[src/sv/mtep_pkg.sv]
package mtep_pkg;

  // variable-length quantity limits and chunk header size
  localparam int VLQ_MAX_BYTES = 4;
  localparam int HEADER_BYTES  = 8;

  localparam int PHASE_W = 4;
  localparam int COUNT_W = 3;
  localparam int LEN_W   = 28;

  // parse phases
  localparam logic [PHASE_W-1:0] PH_HDR     = 4'd0;
  localparam logic [PHASE_W-1:0] PH_DELTA   = 4'd1;
  localparam logic [PHASE_W-1:0] PH_STATUS  = 4'd2;
  localparam logic [PHASE_W-1:0] PH_DATA1   = 4'd3;
  localparam logic [PHASE_W-1:0] PH_DATA2   = 4'd4;
  localparam logic [PHASE_W-1:0] PH_MTYPE   = 4'd5;
  localparam logic [PHASE_W-1:0] PH_LEN     = 4'd6;
  localparam logic [PHASE_W-1:0] PH_PAYLOAD = 4'd7;

  // result kinds
  localparam logic [3:0] KIND_META    = 4'd7;
  localparam logic [3:0] KIND_SYSEX   = 4'd8;
  localparam logic [3:0] KIND_PAYLOAD = 4'd9;
  localparam logic [3:0] KIND_ERROR   = 4'd10;

  // error codes
  localparam logic [1:0] ERR_NO_RUNNING = 2'd0;
  localparam logic [1:0] ERR_VLQ_LONG   = 2'd1;
  localparam logic [1:0] ERR_UNDEFINED  = 2'd2;

  // status bytes and fields
  localparam logic [7:0] ST_SYSEX     = 8'hF0;
  localparam logic [7:0] ST_ESCAPE    = 8'hF7;
  localparam logic [7:0] ST_META      = 8'hFF;
  localparam logic [7:0] META_EOT     = 8'h2F;
  localparam logic [3:0] HI_PROGRAM   = 4'hC;
  localparam logic [3:0] HI_CHAN_PRES = 4'hD;
  localparam logic [3:0] HI_PITCH     = 4'hE;
  localparam logic [3:0] HI_CHAN_BASE = 4'h8;

  typedef struct packed {
    logic [3:0]       kind;
    logic [LEN_W-1:0] delta_time;
    logic [3:0]       channel;
    logic [7:0]       first_value;
    logic [13:0]      second_value;
    logic [LEN_W-1:0] payload_length;
    logic [7:0]       payload_byte;
    logic             last_of_event;
    logic             end_of_track;
    logic [1:0]       error_code;
  } result_t;

endpackage

[src/sv/mtep_input_reg.sv]
module mtep_input_reg (
  input  logic       clk,
  input  logic       rst,
  input  logic       in_valid,
  output logic       in_stall,
  input  logic [7:0] track_byte,
  input  logic       step,
  output logic       full,
  output logic [7:0] held_byte
);
  import mtep_pkg::*;

  logic accept;

  assign in_stall = full && !step;
  assign accept   = in_valid && !in_stall;

  always_ff @(posedge clk) begin
    if (rst) begin
      full <= 1'b0;
    end else if (accept) begin
      full <= 1'b1;
    end else if (step) begin
      full <= 1'b0;
    end
  end

  always_ff @(posedge clk) begin
    if (accept) begin
      held_byte <= track_byte;
    end
  end

endmodule

[src/sv/mtep_decoder.sv]
module mtep_decoder (
  input  logic             clk,
  input  logic             rst,
  input  logic             step,
  input  logic [7:0]       byte_in,
  output logic             res_valid,
  output mtep_pkg::result_t res
);
  import mtep_pkg::*;

  logic [PHASE_W-1:0] phase, phase_next;
  logic [COUNT_W-1:0] header_count, header_count_next;
  logic [LEN_W-1:0]   acc, acc_next;
  logic [COUNT_W-1:0] lbc, lbc_next;
  logic [LEN_W-1:0]   held_delta, held_delta_next;
  logic [7:0]         running_status, running_status_next;
  logic               running_valid, running_valid_next;
  logic [7:0]         current_status, current_status_next;
  logic [7:0]         held_first, held_first_next;
  logic [LEN_W-1:0]   remaining, remaining_next;

  logic [6:0]         d7;
  logic [LEN_W-1:0]   acc_shift;
  logic [7:0]         fd_status;
  logic [3:0]         fd_hi;
  logic [3:0]         cs_hi;
  logic               is_eot;
  logic [7:0]         meta_type;
  logic [LEN_W-1:0]   rem_dec;
  logic [COUNT_W-1:0] hc_inc;

  assign d7        = byte_in[6:0];
  assign acc_shift = {acc[LEN_W-8:0], d7};
  assign fd_status = (phase == PH_STATUS) ? running_status : current_status;
  assign fd_hi     = fd_status[7:4];
  assign cs_hi     = current_status[7:4];
  assign is_eot    = (current_status == ST_META) && (held_first == META_EOT);
  assign meta_type = (current_status == ST_META) ? held_first : 8'd0;
  assign rem_dec   = remaining - LEN_W'(1);
  assign hc_inc    = header_count + COUNT_W'(1);

  always_comb begin
    phase_next          = phase;
    header_count_next   = header_count;
    acc_next            = acc;
    lbc_next            = lbc;
    held_delta_next     = held_delta;
    running_status_next = running_status;
    running_valid_next  = running_valid;
    current_status_next = current_status;
    held_first_next     = held_first;
    remaining_next      = remaining;
    res_valid           = 1'b0;
    res                 = '0;

    case (phase)
      PH_DELTA, PH_LEN: begin
        acc_next = acc_shift;
        if (byte_in[7]) begin
          if ((4'(lbc) + 4'd1) >= 4'(VLQ_MAX_BYTES)) begin
            res_valid        = 1'b1;
            res.kind         = KIND_ERROR;
            res.last_of_event = 1'b1;
            res.error_code   = ERR_VLQ_LONG;
            phase_next       = PH_DELTA;
            acc_next         = '0;
            lbc_next         = '0;
          end else begin
            lbc_next = lbc + COUNT_W'(1);
          end
        end else begin
          lbc_next = '0;
          if (phase == PH_DELTA) begin
            held_delta_next = acc_shift;
            acc_next        = '0;
            phase_next      = PH_STATUS;
          end else begin
            remaining_next     = acc_shift;
            res_valid          = 1'b1;
            res.kind           = (current_status == ST_META) ? KIND_META : KIND_SYSEX;
            res.delta_time     = held_delta;
            res.first_value    = meta_type;
            res.payload_length = acc_shift;
            res.last_of_event  = (acc_shift == '0);
            res.end_of_track   = is_eot;
            if (acc_shift == '0) begin
              acc_next = '0;
              if (is_eot) begin
                phase_next          = PH_HDR;
                header_count_next   = '0;
                running_status_next = '0;
                running_valid_next  = 1'b0;
              end else begin
                phase_next = PH_DELTA;
              end
            end else begin
              phase_next = PH_PAYLOAD;
            end
          end
        end
      end
      PH_STATUS, PH_DATA1: begin
        if (phase == PH_STATUS && !byte_in[7] && !running_valid) begin
          res_valid         = 1'b1;
          res.kind          = KIND_ERROR;
          res.last_of_event = 1'b1;
          res.error_code    = ERR_NO_RUNNING;
          phase_next        = PH_DELTA;
          acc_next          = '0;
          lbc_next          = '0;
        end else if (phase == PH_DATA1 || !byte_in[7]) begin
          // first data byte, possibly under running status
          current_status_next = fd_status;
          if (fd_hi == HI_PROGRAM || fd_hi == HI_CHAN_PRES) begin
            res_valid         = 1'b1;
            res.kind          = fd_hi - HI_CHAN_BASE;
            res.delta_time    = held_delta;
            res.channel       = fd_status[3:0];
            res.first_value   = {1'b0, d7};
            res.last_of_event = 1'b1;
            phase_next        = PH_DELTA;
            acc_next          = '0;
            lbc_next          = '0;
          end else begin
            held_first_next = {1'b0, d7};
            phase_next      = PH_DATA2;
          end
        end else if (byte_in == ST_META) begin
          current_status_next = byte_in;
          phase_next          = PH_MTYPE;
        end else if (byte_in == ST_SYSEX || byte_in == ST_ESCAPE) begin
          current_status_next = byte_in;
          held_first_next     = '0;
          acc_next            = '0;
          lbc_next            = '0;
          phase_next          = PH_LEN;
        end else if (byte_in >= ST_SYSEX) begin
          res_valid         = 1'b1;
          res.kind          = KIND_ERROR;
          res.last_of_event = 1'b1;
          res.error_code    = ERR_UNDEFINED;
          phase_next        = PH_DELTA;
          acc_next          = '0;
          lbc_next          = '0;
        end else begin
          running_status_next = byte_in;
          running_valid_next  = 1'b1;
          current_status_next = byte_in;
          phase_next          = PH_DATA1;
        end
      end
      PH_DATA2: begin
        res_valid         = 1'b1;
        res.kind          = cs_hi - HI_CHAN_BASE;
        res.delta_time    = held_delta;
        res.channel       = current_status[3:0];
        res.first_value   = held_first;
        res.second_value  = (cs_hi == HI_PITCH) ? {d7, held_first[6:0]} : {7'd0, d7};
        res.last_of_event = 1'b1;
        phase_next        = PH_DELTA;
        acc_next          = '0;
        lbc_next          = '0;
      end
      PH_MTYPE: begin
        held_first_next = byte_in;
        acc_next        = '0;
        lbc_next        = '0;
        phase_next      = PH_LEN;
      end
      PH_PAYLOAD: begin
        remaining_next     = rem_dec;
        res_valid          = 1'b1;
        res.kind           = KIND_PAYLOAD;
        res.delta_time     = held_delta;
        res.first_value    = meta_type;
        res.payload_length = acc;
        res.payload_byte   = byte_in;
        res.last_of_event  = (rem_dec == '0);
        res.end_of_track   = is_eot;
        if (rem_dec == '0) begin
          acc_next = '0;
          lbc_next = '0;
          if (is_eot) begin
            phase_next          = PH_HDR;
            header_count_next   = '0;
            running_status_next = '0;
            running_valid_next  = 1'b0;
          end else begin
            phase_next = PH_DELTA;
          end
        end
      end
      default: begin
        // chunk header bytes, also any phase code with no meaning
        if (hc_inc == '0 || 4'(hc_inc) >= 4'(HEADER_BYTES)) begin
          header_count_next = '0;
          phase_next        = PH_DELTA;
          acc_next          = '0;
          lbc_next          = '0;
        end else begin
          header_count_next = hc_inc;
          phase_next        = PH_HDR;
        end
      end
    endcase
  end

  always_ff @(posedge clk) begin
    if (rst) begin
      phase          <= PH_HDR;
      header_count   <= '0;
      acc            <= '0;
      lbc            <= '0;
      held_delta     <= '0;
      running_status <= '0;
      running_valid  <= 1'b0;
      current_status <= '0;
      held_first     <= '0;
      remaining      <= '0;
    end else if (step) begin
      phase          <= phase_next;
      header_count   <= header_count_next;
      acc            <= acc_next;
      lbc            <= lbc_next;
      held_delta     <= held_delta_next;
      running_status <= running_status_next;
      running_valid  <= running_valid_next;
      current_status <= current_status_next;
      held_first     <= held_first_next;
      remaining      <= remaining_next;
    end
  end

endmodule

[src/sv/mtep_result_reg.sv]
module mtep_result_reg (
  input  logic              clk,
  input  logic              rst,
  input  logic              load,
  input  mtep_pkg::result_t res_in,
  output logic              free,
  output logic              out_valid,
  input  logic              out_stall,
  output mtep_pkg::result_t res_out
);
  import mtep_pkg::*;

  assign free = !out_valid || !out_stall;

  always_ff @(posedge clk) begin
    if (rst) begin
      out_valid <= 1'b0;
    end else if (load) begin
      out_valid <= 1'b1;
    end else if (!out_stall) begin
      out_valid <= 1'b0;
    end
  end

  always_ff @(posedge clk) begin
    if (load) begin
      res_out <= res_in;
    end
  end

endmodule

[src/sv/midi_track_event_parser.sv]
// midi track event parser
// input channel: one raw byte of a track chunk per request (track_byte),
//   chunk header included; in_valid / in_stall handshake
// output channel: one decoded result per request; kind selects which fields
//   mean something, the rest read as zero; out_valid / out_stall handshake
// each byte gives zero or one result: channel messages come out on their last
//   data byte, meta and sysex give a header result and then one result per
//   payload byte, errors give a single kind 10 result
// path: a taken byte waits in the input register, is parsed by the decoder
//   logic, and its result is registered in the result register
// throughput: one byte per cycle unless out_stall holds a result; the per-byte
//   parser state update is one pass of logic between input and result register
// stall: while out_stall holds a result, the byte in the input register waits
//   and in_stall rises once that register is occupied; nothing is dropped
// reset: clears the handshake registers and the parser state; the block then
//   skips the next eight bytes as the chunk header
module midi_track_event_parser (
  input  logic                             clk,
  input  logic                             rst,
  input  logic                             in_valid,
  output logic                             in_stall,
  input  logic [7:0]                       track_byte,
  output logic                             out_valid,
  input  logic                             out_stall,
  output logic [3:0]                       kind,
  output logic [mtep_pkg::LEN_W-1:0]       delta_time,
  output logic [3:0]                       channel,
  output logic [7:0]                       first_value,
  output logic [13:0]                      second_value,
  output logic [mtep_pkg::LEN_W-1:0]       payload_length,
  output logic [7:0]                       payload_byte,
  output logic                             last_of_event,
  output logic                             end_of_track,
  output logic [1:0]                       error_code
);
  import mtep_pkg::*;

  logic       in_full;
  logic [7:0] held_byte;
  logic       step;
  logic       res_free;
  logic       res_valid;
  result_t    res;
  result_t    res_q;

  // a held byte is parsed whenever the result register can take its result
  assign step = in_full && res_free;

  mtep_input_reg u_input (
    .clk        (clk),
    .rst        (rst),
    .in_valid   (in_valid),
    .in_stall   (in_stall),
    .track_byte (track_byte),
    .step       (step),
    .full       (in_full),
    .held_byte  (held_byte)
  );

  mtep_decoder u_decoder (
    .clk       (clk),
    .rst       (rst),
    .step      (step),
    .byte_in   (held_byte),
    .res_valid (res_valid),
    .res       (res)
  );

  mtep_result_reg u_result (
    .clk       (clk),
    .rst       (rst),
    .load      (step && res_valid),
    .res_in    (res),
    .free      (res_free),
    .out_valid (out_valid),
    .out_stall (out_stall),
    .res_out   (res_q)
  );

  // unpack the registered result onto the field ports
  assign kind           = res_q.kind;
  assign delta_time     = res_q.delta_time;
  assign channel        = res_q.channel;
  assign first_value    = res_q.first_value;
  assign second_value   = res_q.second_value;
  assign payload_length = res_q.payload_length;
  assign payload_byte   = res_q.payload_byte;
  assign last_of_event  = res_q.last_of_event;
  assign end_of_track   = res_q.end_of_track;
  assign error_code     = res_q.error_code;

endmodule

[config.mk]
export PLATFORM = sky130hd
export DESIGN_NAME = midi_track_event_parser
export DESIGN_NICKNAME = d
export VERILOG_FILES = /design/src/sv/mtep_pkg.sv /design/src/sv/mtep_input_reg.sv /design/src/sv/mtep_decoder.sv /design/src/sv/mtep_result_reg.sv /design/src/sv/midi_track_event_parser.sv
export SDC_FILE = /design/constraint.sdc
export NUM_CORES = 1
export LEC_CHECK = 0
export ABC_CLOCK_PERIOD_IN_PS = 6500
export BUFFER_PORTS_ARGS = -buffer_cell sky130_fd_sc_hd__buf_2
export CAP_MARGIN = 20
export CORE_UTILIZATION = 53
export CTS_BUF_LIST = sky130_fd_sc_hd__clkbuf_16
export DETAILED_ROUTE_END_ITERATION = 6
export PLACE_DENSITY_LB_ADDON = 0.1
export SYNTH_ARGS = -nofsm -noshare
export SYNTH_HDL_FRONTEND = slang
export SYNTH_SLANG_ARGS = --single-unit
[constraint.sdc]
create_clock -name clk -period 6.5 [get_ports clk]
set_input_delay 1.3 -clock clk [delete_from_list [all_inputs] [get_ports clk]]
set_output_delay 1.3 -clock clk [all_outputs]
set_load 0.01 [all_outputs]
### Word level (Yosys, flattened, before mapping)

Index checks and enable logic that the tools add are counted.
Widths: inputs -> output; s select.

| cells by class | value |
|---|---|
| reductions and logical operators | 39 |
| add/subtract/negate cells | 6 |
| div/mod/pow operators | 0 |
| muxes and demuxes | 130 |
| shift-type cells | 0 |
| magnitude comparators | 2 |
| $mul | 0 |
| bitwise gates (word level) | 3 |
| eq/ne operators | 33 |

Operators by type and width:

| kind | count |
|---|---|
| $mux 28 | 17 |
| $mux 8 | 22 |
| $pmux 32 s4 | 1 |
| $pmux 28 s2 | 2 |
| $pmux 28 s4 | 1 |
| $mux 40 | 2 |
| $mux 4 | 16 |
| $logic_not 28->1 | 2 |
| $mux 3 | 18 |
| $mux 44 | 1 |
| $eq 8x8->1 const B | 4 |
| $mux 32 | 1 |
| $pmux 8 s4 | 1 |
| $mux 1 | 29 |
| $sub 28x1->28 const B | 1 |
| $pmux 8 s3 | 1 |
| $pmux 4 s5 | 1 |
| $reduce_and 6->1 | 3 |
| $eq 4x3->1 const B | 4 |
| $pmux 8 s2 | 1 |
| $mux 2 | 7 |
| $ne 2x2->1 const B | 7 |
| $eq 4x4->1 const B | 3 |
| $pmux 3 s4 | 1 |
| other kinds (37) | 67 |

| storage, ports and cells | value |
|---|---|
| input bits | 12 |
| word-level logic and storage cells | 237 |
| bits in writable memories | 0 |
| ROM bits | 0 |
| memories kept | 0 |
| output and inout port bits | 100 |
| bits in latches | 0 |
| flip-flop bits (word level) | 227 |

### Longest topological paths before layout

| logic depth | value |
|---|---|
| depth after elaboration | 10 |
| mapped depth | 13 |
| mapped depth without buffers | 10 |

### Cells and area by module

From an unflattened synthesis, not the netlist that was laid out.

| unflattened totals | value |
|---|---|
| cells, all modules | 1083 |
| area total of the unflattened synthesis | 10656.5 um^2 |

Modules (own cells, without submodules):

| module | cells each | instances | area each (um^2) | sequential area each (um^2) |
|---|---|---|---|---|
| mtep_decoder | 967 | 1 | 7378.3 | 2362.3 |
| mtep_result_reg | 102 | 1 | 2975.4 | 2962.8 |
| mtep_input_reg | 12 | 1 | 290.3 | 260.2 |
| midi_track_event_parser | 2 | 1 | 12.5 | 0.0 |

### Worst setup path after synthesis

Ideal clock, no wire load.

| timing | value |
|---|---|
| path type | register to register |
| from | register u_decoder.phase[2] |
| to | register u_result.res_out[0] (netlist bit) (enable) |
| period minus slack after synthesis | 6.351 ns |
| stages on the path, launching flop included | 10 |
| path buffers | 2 |
| setup time | 0.556 ns |
| data required time | 5.944 ns |
| data arrival time | 5.796 ns |
| path slack | 0.149 ns |
| path through | dfxtp_1 -> clkbuf_1 -> or3b_2 -> clkbuf_1 -> mux2_2 -> nor2_1 -> nand2_1 -> nand3_1 -> nor3_1 -> nor2_1 |

| on the way | value |
|---|---|
| word-level cells in the longest chain between the ends | 9 |
| elaborated cells between the ends (all ways) | 23 |
| those cells by class | eq/ne: 8; mux: 7; reduce/logical: 8 |

RTL lines:

| element | RTL line | RTL |
|---|---|---|
| start: declaration | mtep_decoder.sv:11 | `logic [PHASE_W-1:0] phase, phase_next;` |
| start signal: assignment | mtep_decoder.sv:221 | `phase <= phase_next;` |
| $eq 4x2->1 | mtep_decoder.sv:34, mtep_decoder.sv:56, mtep_decoder.sv:103 |  |
| $mux 8 | mtep_decoder.sv:34 | `assign fd_status = (phase == PH_STATUS) ? running_status : current_status;` |
| $eq 4x4->1 | mtep_decoder.sv:114 | `if (fd_hi == HI_PROGRAM \|\| fd_hi == HI_CHAN_PRES) begin` |
| $logic_or 1x1->1 | mtep_decoder.sv:114 |  |
| $mux 1 | mtep_decoder.sv:114 |  |
| $mux 1 | mtep_decoder.sv:111 | `end else if (phase == PH_DATA1 \|\| !byte_in[7]) begin` |
| $mux 1 | mtep_decoder.sv:103 | `if (phase == PH_STATUS && !byte_in[7] && !running_valid) begin` |
| $pmux 1 s3 * | mtep_decoder.sv:56 | `case (phase)` |
| $logic_and 1x1->1 * | midi_track_event_parser.sv:72 | `.load (step && res_valid),` |
| net u_result.load | mtep_result_reg.sv:4 | `input logic load,` |
| end signal: assignment | mtep_result_reg.sv:27 | `res_out <= res_in;` |
| end: declaration | mtep_result_reg.sv:9 | `output mtep_pkg::result_t res_out` |

The timed path passes the listed nets; every way through them passes the cells marked *.
A chain may end at the register's enable or synchronous reset.

### Final worst setup path

| timing | value |
|---|---|
| from | register u_decoder.remaining[0] |
| to | register u_decoder.acc[4] |

| on the way | value |
|---|---|
| word-level cells in the longest chain between the ends | 4 |

RTL lines:

| element | RTL line | RTL |
|---|---|---|
| start: declaration | mtep_decoder.sv:20 | `logic [LEN_W-1:0] remaining, remaining_next;` |
| start signal: assignment | mtep_decoder.sv:230 | `remaining <= remaining_next;` |
| $sub 28x1->28 | mtep_decoder.sv:39 | `assign rem_dec = remaining - LEN_W'(1);` |
| $logic_not 28->1 | mtep_decoder.sv:180 | `if (rem_dec == '0) begin` |
| $ne 2x1->1 (no source line) | -- |  |
| $reduce_and 6->1 (no source line) | -- |  |
| end signal: assignment | mtep_decoder.sv:223 | `acc <= acc_next;` |
| end: declaration | mtep_decoder.sv:13 | `logic [LEN_W-1:0] acc, acc_next;` |

No other way between the ends.

==> run summary <==
# hold bufs at CTS: 0
Sw Pwr: 0.681 mW
Critical Path RT: 6930 ps
worst-path cell chain: inv_1, ha_1, nor4b_1, nand2_1, o31a_1, or4_4, a32oi_4, a31oi_4, nor3_4, buf_4, mux2i_1
Reg area: 5590 um2
Slew Limit Fails: 0
Comb power frac: 4.8%
final setup fails: 0
period utilisation layout: 64.5%
Worst path slowest cell: nor4b_1
Clock Path Buffers: 3
cell area after synthesis: 10600 um2
worst clock skew: 11.5 ps
Reg clk slew, reported paths: 60 ps
Residual DRC: 0
worst min path class: flip-flop to flip-flop
number of synthesized flops with an enable pin: 106
top-area cell type share of the netlist area: 30.2%
crit-path max cell delay: 520 ps
share of cells above drive strength 1: 15.5%
most frequent cells in the layout: nand2_1, dfxtp_1, buf_2, edfxtp_1, nor2_1
Worst Path Max Fanout: 31
Area growth syn-to-layout: 14.6%
max cap viols: 0
critical path buffer and inverter count: 2
Seq pwr share: 50.0%
Largest delay share family, worst path: simple AND/OR/NAND/NOR gates
crit path kind: flip-flop to flip-flop
setup TNS: 0 ps
syn_nets: 1143
post-place instance area: 11200 um2
Worst Tran Pin Value: 1110 ps
Post-CTS Setup Bufs: 0
initial core utilization: 54.2%
Avg Inst Size Synth: 9.39 um2
vias in the first global route: 7542
synthesized instance count: 1124
Unique masters post-synth: 63
slew margin rel.: 25.8%
Initial DRC Count: 762
CTS sink count: 226
outcome: finished, final reports clean
Net Sw Frac: 22.3%
sequential-to-total area share from yosys stat: 52.9%
# rows: 51
number of I/O pins: 112
overall global routing resource usage: 25.2%
full die area: 20500 um2
ranking of synthesized cells by area: edfxtp_1, dfxtp_1, nand2_1
CP arrival: 4620 ps
Die Y: 143 um
peak supply drop: 0.000188 V
Yosys Warn Count: 0
Worst setup EP type: flip-flop
Int Pwr: 2.37 mW
Inserted Clock Buffers: 24
Post-CTS Resized: 0
Seq cells post-synth: 226
Fin. Hold Viols: 0
htree depth: 1
drt wl/cell: 17.6 um
initial antenna violation count: 0
WL final: 26000 um
Via density: 5.79
Fmax: 239 MHz
core area: 19500 um2
PD cells: 252 nW/um2
total gr overflow: 0
Die Wd: 143 um
Multi-input gate area: 4620 um2
Clk network pwr share: 45.2%
insertion delay to the later sink of the worst-skew pair: 510 ps
CP startpoint kind: flip-flop
most common cell after layout, fill and taps aside: nand2_1
Final HPWL DP: 16400 um
final instance area: 12100 um2
Lkg Pwr: 4.26 nW
Synth area leader: edfxtp_1
GPL Wtd Cong: 0.920
CTS tree: built
Antenna diodes: 0
unrepaired setup endpoints after global routing: no
number of nets in the layout: 1213
first-pass GRT wire length: 40900 um
largest net degree at the start of global routing: 79
FILL cells: 1677
drt pass-1 iters: 6
Root Buffer Master: clkbuf_16
Final Critical Period: 4190 ps
PortBufs: 111
async set-reset flop share out of synthesis: 0%
DR vias: 8547
ANT nets after route: 0
Synth Flop Type: dfxtp_1
[worst reg2reg max path, stage by stage (launching register included)]
cell and delay, ps:
dfxtp_1 380, inv_1 90, ha_1 400, nor4b_1 520, nand2_1 360, o31a_1 400
or4_4 520, a32oi_4 230, a31oi_4 260, nor3_4 240, buf_4 460, mux2i_1 260
[registers in the layout, indices dropped and copies added, names as in the netlist, 8 cells and up]
signal and flops:
u_decoder.held_first 8, u_decoder.acc 28, u_decoder.running_status 8, u_decoder.current_status 8
u_decoder.remaining 28, u_input.held_byte 8, u_decoder.held_delta 28, u_result.res_out 98
[final timing paths]
kind              cells after the start               startpoint                 endpoint  slack (ps)
hold reg to reg                       2  u_decoder.held_delta[0]  u_decoder.held_delta[0]         450
setup / recovery                     11   u_decoder.remaining[0]         u_decoder.acc[4]        2310
setup reg to reg                     11   u_decoder.remaining[0]         u_decoder.acc[4]        2310
hold / removal                        2  u_decoder.held_delta[0]  u_decoder.held_delta[0]         450
[layout make-up]
| class | count | share of cell area (%) |
|---|---|---|
| repair buffers | 128 | 5.96 |
| well taps | 265 | 2.74 |
| inverters | 7 | 0.217 |
| clock buffers | 25 | 5.17 |
| flip-flops and latches | 226 | 46.2 |
| multi-input cells | 807 | 38.2 |
| clock inverters | 19 | 1.50 |
[power groups by stage]
stage / Combinational (mW) / Clock, mW / Sequential, mW
floorplan: 0.105 / 0 / 1.55
detailed placement: 0.143 / 0 / 1.56
finish: 0.145 / 1.38 / 1.53
CTS: 0.144 / 1.40 / 1.52
global route: 0.160 / 1.46 / 1.53
global placement: 0.143 / 0 / 1.55
[metrics by stage]
stage,setup WS [ps],instances,util (%),power [mW],hold slack (ps)
after CTS,2330,1474,61.9,3.07,451
after detailed placement,2360,1430,57.7,1.70,443
after global placement,2490,1429,57.6,1.70,438
after global routing,1950,1477,62.1,3.14,470
after floorplan,149,1124,-,1.65,432
final,2310,1477,62.1,3.05,450
[metal layers]
layer  share of wire [%]  routed length [um]  GRT usage, %
met4                 1.5                 393          5.66
met5                   0                   0             0
met3                 6.7                1740          3.66
met2                  43               11200          38.3
met1                  48               12600          37.7
[cell usage after synthesis, types with 3 or more instances]
library cell,instances
o31a_1,3
o21ai_1,5
and3_1,7
buf_2,3
a31oi_1,5
nor2b_1,10
clkbuf_1,75
or4_4,3
mux2i_1,32
edfxtp_1,106
a22o_1,33
nor2_1,100
and2_1,45
nor4b_1,3
ha_1,7
inv_1,7
a22oi_1,15
nand2_1,171
nand2b_1,43
or3_1,17
nand4_1,6
nand3b_1,5
o22ai_1,5
or4_1,5
a2bb2oi_1,3
o21ai_0,51
nor4_1,19
nand3_1,28
a211oi_1,10
nor3_1,28
or2_2,3
a21oi_1,96
o211ai_1,5
o31ai_1,7
buf_6,4
dfxtp_1,120
xnor2_1,3
[cell families after synthesis]
group	share of synthesized area, %
xor gates and xnor gates	0.332
AOI/OAI and AO/OA	15.7
DFF	52.9
adders and majority gates	0.830
buffers and inverters	3.56
muxes	3.25
and+or+nand+nor	23.4
No activity file was read; power rests on OpenSTA's default activity.
